$ cat config.mk
export PLATFORM = sky130hd
export DESIGN_NAME = tcp_option_parser_unit
export DESIGN_NICKNAME = d
export VERILOG_FILES = /design/src/rtl/core/tcpop_pkg.sv /design/src/rtl/core/tcpop_queue.sv /design/src/rtl/core/tcpop_front.sv /design/src/rtl/core/tcpop_back.sv /design/src/rtl/core/tcp_option_parser_unit.sv
export SDC_FILE = /design/constraint.sdc
export NUM_CORES = 1
export LEC_CHECK = 0
export BUFFER_PORTS_ARGS = -buffer_cell sky130_fd_sc_hd__clkbuf_2
export CORE_ASPECT_RATIO = 0.6
export CORE_UTILIZATION = 50
export CTS_BUF_LIST = sky130_fd_sc_hd__clkbuf_4
export CTS_CLUSTER_SIZE = 10
export DETAILED_ROUTE_END_ITERATION = 12
export PLACE_DENSITY = 0.67
export SYNTH_ARGS = -nofsm -noshare
export SYNTH_HDL_FRONTEND = slang
export SYNTH_HIERARCHICAL = 1
export SYNTH_SLANG_ARGS = --single-unit
$ cat constraint.sdc
create_clock -name clock -period 4.9 [get_ports clock]
set_input_delay 0.98 -clock clock [delete_from_list [all_inputs] [get_ports clock]]
set_output_delay 0.98 -clock clock [all_outputs]
set_load 0.02 [all_outputs]
$ cat src/rtl/core/tcpop_pkg.sv
`default_nettype none

package tcpop_pkg;

   // One request: a single byte of the TCP option region.
   typedef struct packed {
      logic [7:0] option_byte;
      logic [3:0] data_offset;
      logic       first_byte;
      logic       last_byte;
   } req_type;

   // One result: the verdict of a segment and the options it carried.
   typedef struct packed {
      logic        verdict;
      logic [15:0] max_segment_size;
      logic [3:0]  window_scale;
   } rsp_type;

   // A classified request, handed from the front part to the parser.
   typedef struct packed {
      logic [7:0] option_byte;
      logic [5:0] position;
      logic [5:0] region_len;
      logic       in_region;
      logic       bad_offset;
      logic       first_byte;
      logic       last_byte;
   } work_type;

   localparam logic [2:0] PH_KIND   = 3'd0;
   localparam logic [2:0] PH_LEN    = 3'd1;
   localparam logic [2:0] PH_DATA_A = 3'd2;
   localparam logic [2:0] PH_DATA_B = 3'd3;
   localparam logic [2:0] PH_SKIP   = 3'd4;

   localparam logic [1:0] KIND_NONE   = 2'd0;
   localparam logic [1:0] KIND_WSCALE = 2'd1;
   localparam logic [1:0] KIND_MSS    = 2'd2;
   localparam logic [1:0] KIND_OTHER  = 2'd3;

   localparam logic [7:0] OPT_EOL    = 8'd0;
   localparam logic [7:0] OPT_NOP    = 8'd1;
   localparam logic [7:0] OPT_MSS    = 8'd2;
   localparam logic [7:0] OPT_WSCALE = 8'd3;

   localparam logic [7:0] LEN_WSCALE = 8'd3;
   localparam logic [7:0] LEN_MSS    = 8'd4;
   localparam logic [7:0] LEN_MIN    = 8'd2;
   localparam logic [7:0] WSCALE_MAX = 8'd14;

   localparam logic [3:0] MIN_DATA_OFFSET = 4'd5;
   localparam logic [6:0] BASE_HDR_BYTES  = 7'd20;
   localparam logic [5:0] POSITION_MAX    = 6'd63;

endpackage

`default_nettype wire

$ cat src/rtl/core/tcpop_queue.sv
`default_nettype none

module tcpop_queue #(
   parameter int WIDTH = 8,
   parameter int DEPTH = 2
) (
   input  wire logic             clock,
   input  wire logic             reset,
   input  wire logic             push,
   input  wire logic [WIDTH-1:0] push_data,
   output logic                  full,
   input  wire logic             pop,
   output logic [WIDTH-1:0]      pop_data,
   output logic                  empty
);

   localparam int AW = (DEPTH > 1) ? $clog2(DEPTH) : 1;
   localparam int CW = $clog2(DEPTH + 1);

   logic [WIDTH-1:0] entries_ff [DEPTH];
   logic [AW-1:0]    wr_ptr_ff, wr_ptr_in;
   logic [AW-1:0]    rd_ptr_ff, rd_ptr_in;
   logic [CW-1:0]    count_ff, count_in;
   logic             push_ok, pop_ok;

   assign full     = (count_ff == CW'(DEPTH));
   assign empty    = (count_ff == '0);
   assign push_ok  = push && !full;
   assign pop_ok   = pop && !empty;
   assign pop_data = entries_ff[rd_ptr_ff];

   always_comb begin
      wr_ptr_in = wr_ptr_ff;
      rd_ptr_in = rd_ptr_ff;
      count_in  = count_ff;
      if (push_ok) begin
         wr_ptr_in = (wr_ptr_ff == AW'(DEPTH - 1)) ? '0 : wr_ptr_ff + 1'b1;
      end
      if (pop_ok) begin
         rd_ptr_in = (rd_ptr_ff == AW'(DEPTH - 1)) ? '0 : rd_ptr_ff + 1'b1;
      end
      if (push_ok && !pop_ok) begin
         count_in = count_ff + 1'b1;
      end else if (pop_ok && !push_ok) begin
         count_in = count_ff - 1'b1;
      end
   end

   always_ff @(posedge clock) begin
      if (reset) begin
         wr_ptr_ff <= '0;
         rd_ptr_ff <= '0;
         count_ff  <= '0;
      end else begin
         wr_ptr_ff <= wr_ptr_in;
         rd_ptr_ff <= rd_ptr_in;
         count_ff  <= count_in;
      end
   end

   always_ff @(posedge clock) begin
      if (push_ok) begin
         entries_ff[wr_ptr_ff] <= push_data;
      end
   end

endmodule

`default_nettype wire

$ cat src/rtl/core/tcpop_front.sv
`default_nettype none

module tcpop_front
   import tcpop_pkg::*;
#(
   parameter int MAX_OPTION_BYTES = 40
) (
   input  wire logic    clock,
   input  wire logic    reset,
   input  wire req_type req_data,
   input  wire logic    accept,
   output work_type     work_data
);

   logic [5:0] position_ff, position_in;
   logic [5:0] position;
   logic [6:0] raw_len;
   logic       bad_offset;

   // Position within the segment; a first request restarts it.
   assign position = req_data.first_byte ? '0 : position_ff;

   always_comb begin
      raw_len    = {1'b0, req_data.data_offset, 2'b00} - BASE_HDR_BYTES;
      bad_offset = (req_data.data_offset < MIN_DATA_OFFSET) ||
                   (raw_len > 7'(MAX_OPTION_BYTES));

      work_data.option_byte = req_data.option_byte;
      work_data.position    = position;
      work_data.region_len  = bad_offset ? '0 : raw_len[5:0];
      work_data.in_region   = !bad_offset && ({1'b0, position} < raw_len);
      work_data.bad_offset  = bad_offset;
      work_data.first_byte  = req_data.first_byte;
      work_data.last_byte   = req_data.last_byte;

      position_in = position_ff;
      if (accept) begin
         if (req_data.last_byte) begin
            position_in = '0;
         end else if (position != POSITION_MAX) begin
            position_in = position + 1'b1;
         end else begin
            position_in = position;
         end
      end
   end

   always_ff @(posedge clock) begin
      if (reset) begin
         position_ff <= '0;
      end else begin
         position_ff <= position_in;
      end
   end

endmodule

`default_nettype wire

$ cat src/rtl/core/tcpop_back.sv
`default_nettype none

module tcpop_back
   import tcpop_pkg::*;
(
   input  wire logic     clock,
   input  wire logic     reset,
   input  wire work_type work_data,
   input  wire logic     work_empty,
   output logic          work_pop,
   output rsp_type       rsp_data,
   output logic          rsp_push,
   input  wire logic     rsp_full
);

   logic [2:0]  phase_ff, phase_in;
   logic [1:0]  kind_ff, kind_in;
   logic [7:0]  skip_ff, skip_in;
   logic [15:0] mss_ff, mss_in;
   logic [3:0]  wscale_ff, wscale_in;
   logic        drop_ff, drop_in;
   logic [8:0]  option_end;
   logic [7:0]  b;

   assign work_pop = !work_empty && !rsp_full;
   assign rsp_push = work_pop && work_data.last_byte;
   assign b        = work_data.option_byte;

   // End of an unknown option: the kind byte sits one before this length byte.
   assign option_end = {3'b000, work_data.position} - 9'd1 + {1'b0, b};

   always_comb begin
      phase_in  = phase_ff;
      kind_in   = kind_ff;
      skip_in   = skip_ff;
      mss_in    = mss_ff;
      wscale_in = wscale_ff;
      drop_in   = drop_ff;

      if (work_data.first_byte) begin
         phase_in  = PH_KIND;
         kind_in   = KIND_NONE;
         skip_in   = '0;
         mss_in    = '0;
         wscale_in = '0;
         drop_in   = 1'b0;
      end

      if (work_data.in_region && !drop_in) begin
         case (phase_in)
            PH_LEN: begin
               if (kind_in == KIND_WSCALE) begin
                  if (b != LEN_WSCALE) drop_in = 1'b1;
                  else phase_in = PH_DATA_A;
               end else if (kind_in == KIND_MSS) begin
                  if (b != LEN_MSS) drop_in = 1'b1;
                  else phase_in = PH_DATA_A;
               end else if (b < LEN_MIN ||
                            option_end > {3'b000, work_data.region_len}) begin
                  drop_in = 1'b1;
               end else begin
                  skip_in  = b - LEN_MIN;
                  phase_in = (b != LEN_MIN) ? PH_SKIP : PH_KIND;
               end
            end
            PH_DATA_A: begin
               if (kind_in == KIND_WSCALE) begin
                  if (b > WSCALE_MAX) begin
                     drop_in = 1'b1;
                  end else begin
                     wscale_in = b[3:0];
                     phase_in  = PH_KIND;
                  end
               end else begin
                  mss_in   = {b, 8'h00};
                  phase_in = PH_DATA_B;
               end
            end
            PH_DATA_B: begin
               mss_in   = {mss_in[15:8], b};
               phase_in = PH_KIND;
            end
            PH_SKIP: begin
               skip_in = skip_in - 1'b1;
               if (skip_in == '0) phase_in = PH_KIND;
            end
            default: begin
               phase_in = PH_KIND;
               if (b == OPT_WSCALE) begin
                  kind_in  = KIND_WSCALE;
                  phase_in = PH_LEN;
               end else if (b == OPT_MSS) begin
                  kind_in  = KIND_MSS;
                  phase_in = PH_LEN;
               end else if (b != OPT_EOL && b != OPT_NOP) begin
                  kind_in  = KIND_OTHER;
                  phase_in = PH_LEN;
               end
            end
         endcase
      end

      // A segment ending mid-option gets zero bytes; a missing length drops it.
      if (work_data.last_byte && !drop_in) begin
         case (phase_in)
            PH_LEN:    drop_in = 1'b1;
            PH_DATA_A: begin
               if (kind_in == KIND_WSCALE) wscale_in = '0;
               else mss_in = '0;
            end
            PH_DATA_B: mss_in = {mss_in[15:8], 8'h00};
            default:   ;
         endcase
      end

      rsp_data.verdict          = work_data.bad_offset || drop_in;
      rsp_data.max_segment_size = mss_in;
      rsp_data.window_scale     = wscale_in;

      if (work_data.last_byte) begin
         phase_in  = PH_KIND;
         kind_in   = KIND_NONE;
         skip_in   = '0;
         mss_in    = '0;
         wscale_in = '0;
         drop_in   = 1'b0;
      end
   end

   always_ff @(posedge clock) begin
      if (reset) begin
         phase_ff  <= PH_KIND;
         kind_ff   <= KIND_NONE;
         skip_ff   <= '0;
         mss_ff    <= '0;
         wscale_ff <= '0;
         drop_ff   <= 1'b0;
      end else if (work_pop) begin
         phase_ff  <= phase_in;
         kind_ff   <= kind_in;
         skip_ff   <= skip_in;
         mss_ff    <= mss_in;
         wscale_ff <= wscale_in;
         drop_ff   <= drop_in;
      end
   end

endmodule

`default_nettype wire

$ cat src/rtl/core/tcp_option_parser_unit.sv
// TCP option parser, extracting the MSS and window scale options.
//
// Requests arrive on a queue-style port: one option byte per request, with the
// header data offset and first/last markers. A request is taken at a rising
// edge with req_push high and req_full low. Each request that carries
// last_byte yields one result, which waits on rsp_data while rsp_empty is low
// and is taken at an edge with rsp_pop high; other requests yield nothing.
//
// The front part assigns each byte its position in the segment and works out
// the option region length, then writes the classified byte into a short
// queue. The back part parses one byte per cycle while the result queue
// has room, writing results into a second queue. One request is taken per
// cycle unless the receiver stalls; the last byte is queued, then its result.
//
// When the receiver stalls, the result queue fills, the parser stops, the
// front queue fills and req_full rises, so nothing is lost. Synchronous reset
// empties both queues and returns the parser to waiting for an option kind,
// with no captured options and no drop pending.
`default_nettype none

module tcp_option_parser_unit
   import tcpop_pkg::*;
#(
   parameter int MAX_OPTION_BYTES = 40,
   parameter int QUEUE_DEPTH      = 2
) (
   input  wire logic    clock,
   input  wire logic    reset,
   input  wire logic    req_push,
   input  wire req_type req_data,
   output logic         req_full,
   input  wire logic    rsp_pop,
   output rsp_type      rsp_data,
   output logic         rsp_empty
);

   work_type work_in, work_out;
   logic     work_empty, work_pop;
   rsp_type  result;
   logic     result_push, result_full;
   logic     accept;

   assign accept = req_push && !req_full;

   tcpop_front #(
      .MAX_OPTION_BYTES(MAX_OPTION_BYTES)
   ) u_front (
      .clock     (clock),
      .reset     (reset),
      .req_data  (req_data),
      .accept    (accept),
      .work_data (work_in)
   );

   tcpop_queue #(
      .WIDTH($bits(work_type)),
      .DEPTH(QUEUE_DEPTH)
   ) u_work_queue (
      .clock     (clock),
      .reset     (reset),
      .push      (req_push),
      .push_data (work_in),
      .full      (req_full),
      .pop       (work_pop),
      .pop_data  (work_out),
      .empty     (work_empty)
   );

   tcpop_back u_back (
      .clock      (clock),
      .reset      (reset),
      .work_data  (work_out),
      .work_empty (work_empty),
      .work_pop   (work_pop),
      .rsp_data   (result),
      .rsp_push   (result_push),
      .rsp_full   (result_full)
   );

   tcpop_queue #(
      .WIDTH($bits(rsp_type)),
      .DEPTH(QUEUE_DEPTH)
   ) u_rsp_queue (
      .clock     (clock),
      .reset     (reset),
      .push      (result_push),
      .push_data (result),
      .full      (result_full),
      .pop       (rsp_pop),
      .pop_data  (rsp_data),
      .empty     (rsp_empty)
   );

endmodule

`default_nettype wire

# Word-level counts from Yosys, hierarchy flattened
# Memories as Yosys holds them, arrays and structs flattened. A register that Yosys moved wholly into a read port is not among the register bits.
# Index checks and enable logic that the tools add are counted.
# word_totals
reg_bits	48
mem_bits_rw	90
input_bits	18
output_inout_bits	23
elab_cells	169
n_memories	2
# op_classes
add_sub_neg	14
n_lt_le_gt_ge	6
eq_ne	19
n_mux	80
n_reduce_logical	35
# memory_table
memory	depth	word_bits	read_ports	rd_clocked_by_memory_dff	write_ports	line	source
u_work_queue.entries_ff	2	24	1	1	1	tcpop_queue.sv:20	logic [WIDTH-1:0] entries_ff [DEPTH];
u_rsp_queue.entries_ff	2	21	1	1	1	tcpop_queue.sv:20	
# op_table
op	n
16-bit two-way mux	6
16-bit one-hot mux with 2 select lines	2
8-bit two-way mux	6
3-bit two-way mux	14
4-bit two-way mux	9
1-bit two-way mux	25
6-bit two-way mux	4
2-bit two-way mux	11
8-bit by 2-bit equality test with 1-bit output (second input constant)	2
8-bit by 2-bit inequality test with 1-bit output (second input constant)	2
8-bit one-hot mux with 2 select lines	1
1-bit logical AND	14
3-bit by 2-bit equality test with 1-bit output (second input constant)	4
3-bit one-hot mux with 4 select lines	1
1-bit zero test	11
9-bit by 8-bit adder with 9-bit output	1
9-bit by 6-bit greater-than comparator with 1-bit output	1
8-bit by 4-bit greater-than comparator with 1-bit output (second input constant)	1
8-bit zero test	1
8-bit by 2-bit < comparator with 1-bit output (second input constant)	1
8-bit by 1-bit inequality test with 1-bit output (second input constant)	1
8-bit by 3-bit inequality test with 1-bit output (second input constant)	1
8-bit nonzero test	1
8-bit by 1-bit subtractor with 8-bit output (second input constant)	1
other kinds (20)	33

# Logic depth before layout (Yosys ltp)
# Gate-level depths: netlist of run 1.
# depth
word_depth	13
mapped_depth	21
depth_no_buf	18

# Hierarchy
# Netlist of run 1, hierarchy kept.
# modules_own_cells
module	n_inst	cells_each	area_per_inst_um2
tcpop_back	1	442	3245.6
tcpop_queue (u_work_queue)	1	100	1944.4
tcpop_queue (u_rsp_queue)	1	90	1725.4
tcpop_front	1	96	758.2
tcp_option_parser_unit	1	1	13.8

# Worst setup path after synthesis of run 1
# No wires, ideal clock.
# synth_timing
path_type	reg-to-reg
from	register with a tool-made name
to	memory u_rsp_queue/entries_ff[0][20] in the netlist's numbering (data pin)
t_arrival_ns	4.020
required_ns	4.635
slack_ns	0.615
stages_incl_launch_ff	21
n_path_buf	3
cell_sequence	dfxtp_1 buf_2 buf_2 mux2_2 inv_1 ha_1 inv_1 ha_1 a211o_1 o211ai_1 nand2b_1 a21oi_1 xnor2_1 ha_1 a21oi_1 nor2_1 or4_4 nor2_1 buf_4 nand3_1 a311o_1
# synth_rtl
item	line
end: declaration	tcpop_queue.sv:20

==> results of run 1 <==
==> final timing paths <==
path         slack, ns                             to              from
max               0.32  u_rsp_queue/entries_ff[1][13]              flop
min               0.49               u_back/mss_ff[3]  u_back/mss_ff[3]
max reg2reg       0.32  u_rsp_queue/entries_ff[1][13]              flop
min reg2reg       0.49               u_back/mss_ff[3]  u_back/mss_ff[3]
==> layer usage <==
layer | part of all wire [%] | wire length [um]
met1 | 49 | 9165
met4 | 1.2 | 220
met3 | 8.2 | 1532
met2 | 42 | 7809
met5 | 0.19 | 36
==> flip-flops by register name, indices dropped and copies added, names as in the netlist, 3 cells and up, named ones only <==
name	count
u_back/mss_ff	16
u_back/phase_ff	3
u_back/skip_ff	8
u_back/wscale_ff	4
u_front/position_ff	6
u_rsp_queue/entries_ff	42
u_work_queue/entries_ff	48
==> power by group through the flow <==
stage / combinational, uW / clock (uW) / sequential, uW
after floorplan: 1460 / 0 / 1490
after global placement: 1880 / 0 / 1540
after detailed placement: 1930 / 0 / 1550
after CTS: 1940 / 834 / 1520
after global routing: 2160 / 885 / 1540
final: 1990 / 814 / 1520
==> cells by family after synthesis <==
family / after synthesis / share of synthesized area, %
and+or+nand+nor: 225 / 15.67
AOI/OAI and AO/OA: 182 / 16.18
DFF: 140 / 48.18
buffers and inverters: 74 / 4.590
muxes: 51 / 7.389
adders and majority gates: 30 / 4.981
xor gates and xnor gates: 26 / 2.962
other: 1 / 0.04878
==> worst max-delay path, stage by stage (launching register included) <==
cell,delay (ns)
dfxtp_2,0.43
mux2_2,0.39
nor3_1,0.22
xor2_1,0.29
ha_1,0.31
a21oi_1,0.19
nand2_1,0.12
xor2_1,0.16
ha_1,0.29
nand4_1,0.13
o221ai_1,0.14
a21oi_1,0.18
nor2_1,0.07
or4_4,0.54
o211ai_2,0.29
nor4bb_2,0.31
buf_4,0.22
nor2_1,0.07
==> metrics by stage <==
stage,cell area [sq um],util [%]
after global placement,7981,54.07
final,8319,56.36
after detailed placement,7981,54.07
after CTS,8309,56.29
after floorplan,7691,-
after global routing,8317,56.34
==> synth_stat cells (4+ instances only) <==
cell type,count,area share [%]
a211oi_1,4,0.39
a21o_1,7,0.68
a21oi_1,45,2.9
a22o_1,22,2.5
a22oi_1,13,1.3
a31oi_1,8,0.65
and2_1,7,0.57
buf_2,12,0.78
buf_4,16,1.6
clkbuf_1,20,0.98
dfxtp_1,50,13
edfxtp_1,90,35
ha_1,29,4.7
inv_1,26,1.3
mux2_2,46,6.7
mux2i_1,5,0.65
nand2_1,38,1.9
nand2b_1,12,0.98
nand3_1,7,0.46
nor2_1,75,3.7
nor2b_1,16,1.3
nor3_1,17,1.1
nor3b_1,9,0.88
nor4_1,5,0.41
o21ai_0,33,2.1
o31ai_1,7,0.68
or3_1,9,0.73
xnor2_1,10,1.1
xor2_1,16,1.8
==> layout make-up <==
| class | instances | area share, % |
|---|---|---|
| inverters | 26 | 1.173 |
| multi-input cells | 516 | 43.77 |
| repair buffers | 53 | 3.579 |
| clock inverters | 15 | 2.406 |
| flip-flops and latches | 140 | 44.53 |
| well taps | 198 | 2.978 |
| clock buffers | 17 | 1.534 |
| diodes | 1 | 0.03008 |
==> timing repair <==
item | CTS | global route
hold endpoints to repair | 0 | 0
resized for setup | 0 | 2
hold buffers | 0 | 0
setup endpoints to repair | 0 | 16
==> results.sh, run 1 <==
export IMPL_status="completed"
export IMPL_end_kind="flop"
export IMPL_num_vias=5842
export IMPL_use_met3_pct=6.924
export IMPL_synth_edff_count=90
export IMPL_finalPower_uw=4322
export IMPL_setup_ws_ns=0.3180
export IMPL_synth_cell_types=78
export IMPL_cts_tree="yes"
export IMPL_clock_power_share_pct=18.8
export IMPL_dp_hpwl_mm=13.35
export IMPL_max_freq_ghz=0.2182
export IMPL_syn2layout_area_growth_pct=8.219
export IMPL_core_sq_mm=0.01476
export IMPL_antenna_found_initial=0
export IMPL_seqCellArea_sq_mm=0.003705
export IMPL_fin_crit_sh_pct=93.51
export IMPL_ff2ff_path_depth=17
export IMPL_worstSetupPathType="reg -> reg"
export IMPL_ys_flop_type="edfxtp_1"
export IMPL_maxCapViolCount=0
export IMPL_ys_async_sr_fraction_pct=0
export IMPL_drt_antenna_violating_nets=0
export IMPL_netlist_area_sq_mm=0.007687
export IMPL_combPwrFrac_pct=45.9
export IMPL_routedWlPerCell_um=19.43
export IMPL_p_leak_uw=0.003133
export IMPL_dieArea_sq_mm=0.01589
export IMPL_p_int_uw=2463
export IMPL_critPathArrivalTime_ns=4.88
export IMPL_drive_above_1_share_pct=19.95
export IMPL_cts_sinks=140
export IMPL_mostFrequentLayoutCells="edfxtp_1 (90), nor2_1 (75), dfxtp_1 (49), mux2_2 (46), a21oi_1 (45)"
export IMPL_use_met1_pct=36.60
export IMPL_fp_dieW_um=162.1
export IMPL_finalWirelength_mm=18.77
export IMPL_synth_cells=729
export IMPL_clk_path_buf_depth=2
export IMPL_drt_iter0_markers=504
export IMPL_clkTransAtPathRegs_ns=0.14
export IMPL_drc_errors=0
export IMPL_slew_headroom_pct=14.11
export IMPL_multi_input_area_sq_mm=0.003641
export IMPL_powerDensity_mw_per_mm2=519.5
export IMPL_hold_viol_final=0
export IMPL_grt_met2_usage_pct=35.33
export IMPL_grtUsageTotal_pct=24.82
export IMPL_dp_cells=933
export IMPL_gp_congestion=1.022
export IMPL_fp_dieH_um=98.05
export IMPL_path_max_fanout=8
export IMPL_worst_slew_pin_slew_ns=1.288
export IMPL_via_per_inst=6.048
export IMPL_setup_viol=0
export IMPL_dp_worst_setup_slack_ns=0.2539
export IMPL_fin_crit_ns=4.582
export IMPL_postCtsSetupBuffers=0
export IMPL_ios=41
export IMPL_cp_required_ns=5.20
export IMPL_firstDrtPassIters=5
export IMPL_cts_buffers=17
export IMPL_p_sw_uw=1858
export IMPL_vdd_drop_max_mv=0.3105
export IMPL_final_setup_tns_ns=0
export IMPL_finClkSkew_ns=0.02655
export IMPL_fin_hold_ws_ns=0.4934
export IMPL_clk_latency_ns=0.54
export IMPL_fillCellCount=1249
export IMPL_grt_max_degree=31
export IMPL_synth_seq_cells=140
export IMPL_rows=34
export IMPL_layout_commonest_cell="edfxtp_1"
export IMPL_startpoint_type="flop"
export IMPL_nNetsFinal=802
export IMPL_yosysSeqAreaShare_pct=48.18
export IMPL_hp_class="reg -> reg"
export IMPL_busiest_layer="met1"
export IMPL_initial_core_util_pct=52.08
export IMPL_seq_power_share_pct=35.2
export IMPL_overflow=0
export IMPL_rsz0062_at_grt="false"
export IMPL_hold_depth=1
export IMPL_avgSynthCellArea_sq_um=10.55
export IMPL_port_buffer_count=40
export IMPL_htreeDepth=4
export IMPL_switching_share_pct=43.00
export IMPL_finalNonFillerCells=966
export IMPL_ys_warnings_count=6
export IMPL_finalMaxSlewViolations=0
export IMPL_grt_pass1_vias=5631
export IMPL_grt_first_pass_wirelength_mm=30.37
export IMPL_cts_root_buffer="clkbuf_4"
Note: power is estimated with default switching activity, not from simulation.
==> run 2: changes to the inputs <==
--- a/config.mk
+++ b/config.mk
@@ -5,14 +5,13 @@
 export SDC_FILE = /design/constraint.sdc
 export NUM_CORES = 1
 export LEC_CHECK = 0
+export ABC_AREA = 1
 export BUFFER_PORTS_ARGS = -buffer_cell sky130_fd_sc_hd__clkbuf_2
 export CORE_ASPECT_RATIO = 0.6
 export CORE_UTILIZATION = 50
 export CTS_BUF_LIST = sky130_fd_sc_hd__clkbuf_4
-export CTS_CLUSTER_SIZE = 10
 export DETAILED_ROUTE_END_ITERATION = 12
 export PLACE_DENSITY = 0.67
 export SYNTH_ARGS = -nofsm -noshare
 export SYNTH_HDL_FRONTEND = slang
-export SYNTH_HIERARCHICAL = 1
 export SYNTH_SLANG_ARGS = --single-unit
==> run 2 against run 1 <==
Fmax up 1.1%. Worst setup slack better by 0.049 ns. Register-to-register slack better by 0.05 ns. Largest cell class unchanged.
==> results.sh, run 2 <==
export IMPL_fin_crit_ns=4.533
export IMPL_vdd_drop_max_mv=0.4581
export IMPL_synth_seq_cells=136
export IMPL_dp_worst_setup_slack_ns=0.4405
export IMPL_finalWirelength_mm=17.80
export IMPL_placed_cell_area_sq_mm=0.008167
export IMPL_maxCapViolCount=0
export IMPL_syn2layout_area_growth_pct=8.923
export IMPL_core_sq_mm=0.01485
export IMPL_synthXorXnorAreaFrac_pct=2.142
export IMPL_grtUsageTotal_pct=23.68
export IMPL_worstSetupPathType="reg -> reg"
export IMPL_cts_hold_buf=0
export IMPL_via_per_inst=5.315
export IMPL_max_freq_ghz=0.2206
export IMPL_grt_pass1_vias=5633
export IMPL_ios=41
export IMPL_regMostFlops="u_work_queue.entries_ff"
export IMPL_initial_core_util_pct=52.33
export IMPL_hp_class="reg -> reg"
export IMPL_synthTopCellsByCount="nand2_1 (215), inv_1 (112), edfxtp_1 (86), a21oi_1 (77), dfxtp_1 (50)"
export IMPL_nNetsFinal=1001
export IMPL_synthMuxAreaShare_pct=3.688
export IMPL_ys_warnings_count=0
export IMPL_cts_tree="yes"
export IMPL_critPathArrivalTime_ns=4.85
export IMPL_clkTransAtPathRegs_ns=0.12
export IMPL_largest_reg_flops=44
export IMPL_synth_most_common_cell="nand2_1"
export IMPL_dieArea_sq_mm=0.01606
export IMPL_critPathSlowestCell="dfxtp_1"
export IMPL_layout_commonest_cell="nand2_1"
export IMPL_slew_headroom_pct=23.04
export IMPL_p_leak_uw=0.003547
export IMPL_synth_cells=910
export IMPL_grt_first_pass_wirelength_mm=29.30
export IMPL_cpPeakStageDelay_ns=0.56
export IMPL_reg_top3="u_work_queue.entries_ff x44, u_rsp_queue.entries_ff x42, u_back.mss_ff x16"
export IMPL_netlist_area_leader_share_pct=33.24
export IMPL_dp_cells=1134
export IMPL_hold_viol_final=0
export IMPL_synth_cell_types=51
export IMPL_avgSynthCellArea_sq_um=8.537
export IMPL_num_vias=6197
export IMPL_end_kind="flop"
export IMPL_startpoint_type="flop"
export IMPL_fin_crit_sh_pct=92.50
export IMPL_ys_async_sr_fraction_pct=0
export IMPL_synth_compound_area_share_pct=12.05
export IMPL_setup_viol=0
export IMPL_synth_area_top_cells="edfxtp_1 (33%), dfxtp_1 (13%), nand2_1 (10%)"
export IMPL_powerDensity_mw_per_mm2=547.5
export IMPL_overflow=0
export IMPL_cts_sinks=136
export IMPL_worst_slew_pin_slew_ns=1.153
export IMPL_timing_critical_path_mode_cell="nand2_1"
export IMPL_synth_top_area_cell="edfxtp_1"
export IMPL_clk_latency_ns=0.56
export IMPL_cts_resized=0
export IMPL_port_buffer_count=40
export IMPL_crit_buf_inv=5
export IMPL_drt_antenna_violating_nets=0
export IMPL_syn_num_nets=956
export IMPL_grt_max_degree=51
export IMPL_drc_errors=0
export IMPL_cts_root_buffer="clkbuf_4"
export IMPL_finClkSkew_ns=0.03550
export IMPL_htreeDepth=4
export IMPL_finalNonFillerCells=1166
export IMPL_drive_above_1_share_pct=19.42
export IMPL_cts_buffers=17
export IMPL_final_setup_tns_ns=0
export IMPL_fp_dieW_um=162.9
export IMPL_rsz0062_at_grt="false"
export IMPL_synthAdderAreaFrac_pct=4.606
export IMPL_finalMaxSlewViolations=0
export IMPL_synth_simple_area_share_pct=23.03
export IMPL_crit_family="simple AND/OR/NAND/NOR gates"
export IMPL_post_route_cell_area_sq_mm=0.008462
export IMPL_postCtsSetupBuffers=0
export IMPL_yosysSeqAreaShare_pct=46.13
export IMPL_antennaDiodeCount=0
export IMPL_rows=34
export IMPL_antenna_found_initial=0
export IMPL_status="completed"
export IMPL_netlist_area_sq_mm=0.007769
export IMPL_fp_dieH_um=98.56
export IMPL_gp_congestion=0.9876
export IMPL_dp_hpwl_mm=13.31
export IMPL_ys_flop_type="edfxtp_1"
export IMPL_mostFrequentLayoutCells="nand2_1 (215), inv_1 (112), edfxtp_1 (86), a21oi_1 (77), dfxtp_1 (50)"
export IMPL_drt_iter0_markers=559
export IMPL_setup_ws_ns=0.3675
export IMPL_cp_required_ns=5.21
export IMPL_path_max_fanout=16
export IMPL_clk_path_buf_depth=2
export IMPL_synth_edff_count=86
export IMPL_synth_top_family_by_area="simple AND/OR/NAND/NOR gates"
export IMPL_firstDrtPassIters=5
export IMPL_routedWlPerCell_um=15.27
## run 2: worst paths after layout
kind,start,to,slack (ns),cells after the start
max,flop,u_rsp_queue.entries_ff[0][16],0.37,27
min,u_front.position_ff[4],u_front.position_ff[4],0.47,2
max reg2reg,flop,u_rsp_queue.entries_ff[0][16],0.37,27
min reg2reg,u_front.position_ff[4],u_front.position_ff[4],0.47,2
## run 2: per-stage QoR
stage | power (uW) | util, % | hold slack, ns
floorplan | 3271 | - | 0.4403
global placement | 3832 | 55.01 | 0.4514
detailed placement | 3846 | 55.01 | 0.4568
CTS | 4613 | 56.99 | 0.4759
global route | 4964 | 56.99 | 0.4909
finish | 4633 | 56.99 | 0.4729
## run 2: logic make-up after synthesis
family / Yosys count
DFF: 136
buffers and inverters: 159
xor gates and xnor gates: 19
and+or+nand+nor: 378
muxes: 26
AOI/OAI and AO/OA: 164
adders and majority gates: 28
## run 2: area by class of cell
| class | instances | area (sq um) |
|---|---|---|
| clock buffers | 18 | 135.1 |
| clock inverters | 14 | 160.2 |
| fillers | 1337 | 6385 |
| inverters | 136 | 515.5 |
| multi-input cells | 615 | 3552 |
| flip-flops and latches | 136 | 3583 |
| well taps | 198 | 247.7 |
| repair buffers | 49 | 267.8 |
## run 2: worst register-to-register path, stage by stage, from the launching register on
cell      delay [ns]
dfxtp_1         0.56
buf_4           0.31
o21ai_2         0.16
inv_1           0.25
ha_1            0.22
inv_1           0.05
fa_1            0.41
inv_1           0.10
nand3_1         0.08
nand2_1         0.13
xor2_1          0.18
ha_1            0.28
nand2_1         0.07
nand2_1         0.04
nand2_1         0.05
nand3b_1        0.08
nand2_1         0.10
nand3_2         0.10
nor2_4          0.15
nand3_1         0.08
nand2_1         0.09
nand2_1         0.07
nand2_2         0.08
nand2_4         0.08
nor2_8          0.13
nand4_4         0.23
nand2_1         0.17
inv_2           0.04
## run 2: power by group
| part | switching, uW | leakage, uW | internal, uW |
|---|---|---|---|
| clock network | 453 | 0.000154 | 320 |
| registers | 91.4 | 0.00121 | 1420 |
| logic | 1580 | 0.00218 | 766 |
| total | 2120 | 0.00355 | 2510 |
## run 2: per-layer routing
layer / global-route usage [%] / routed length [um]
met4: 5.536 / 195
met1: 38.10 / 9447
met2: 30.97 / 6720
met5: 0 / 0
met3: 5.766 / 1440
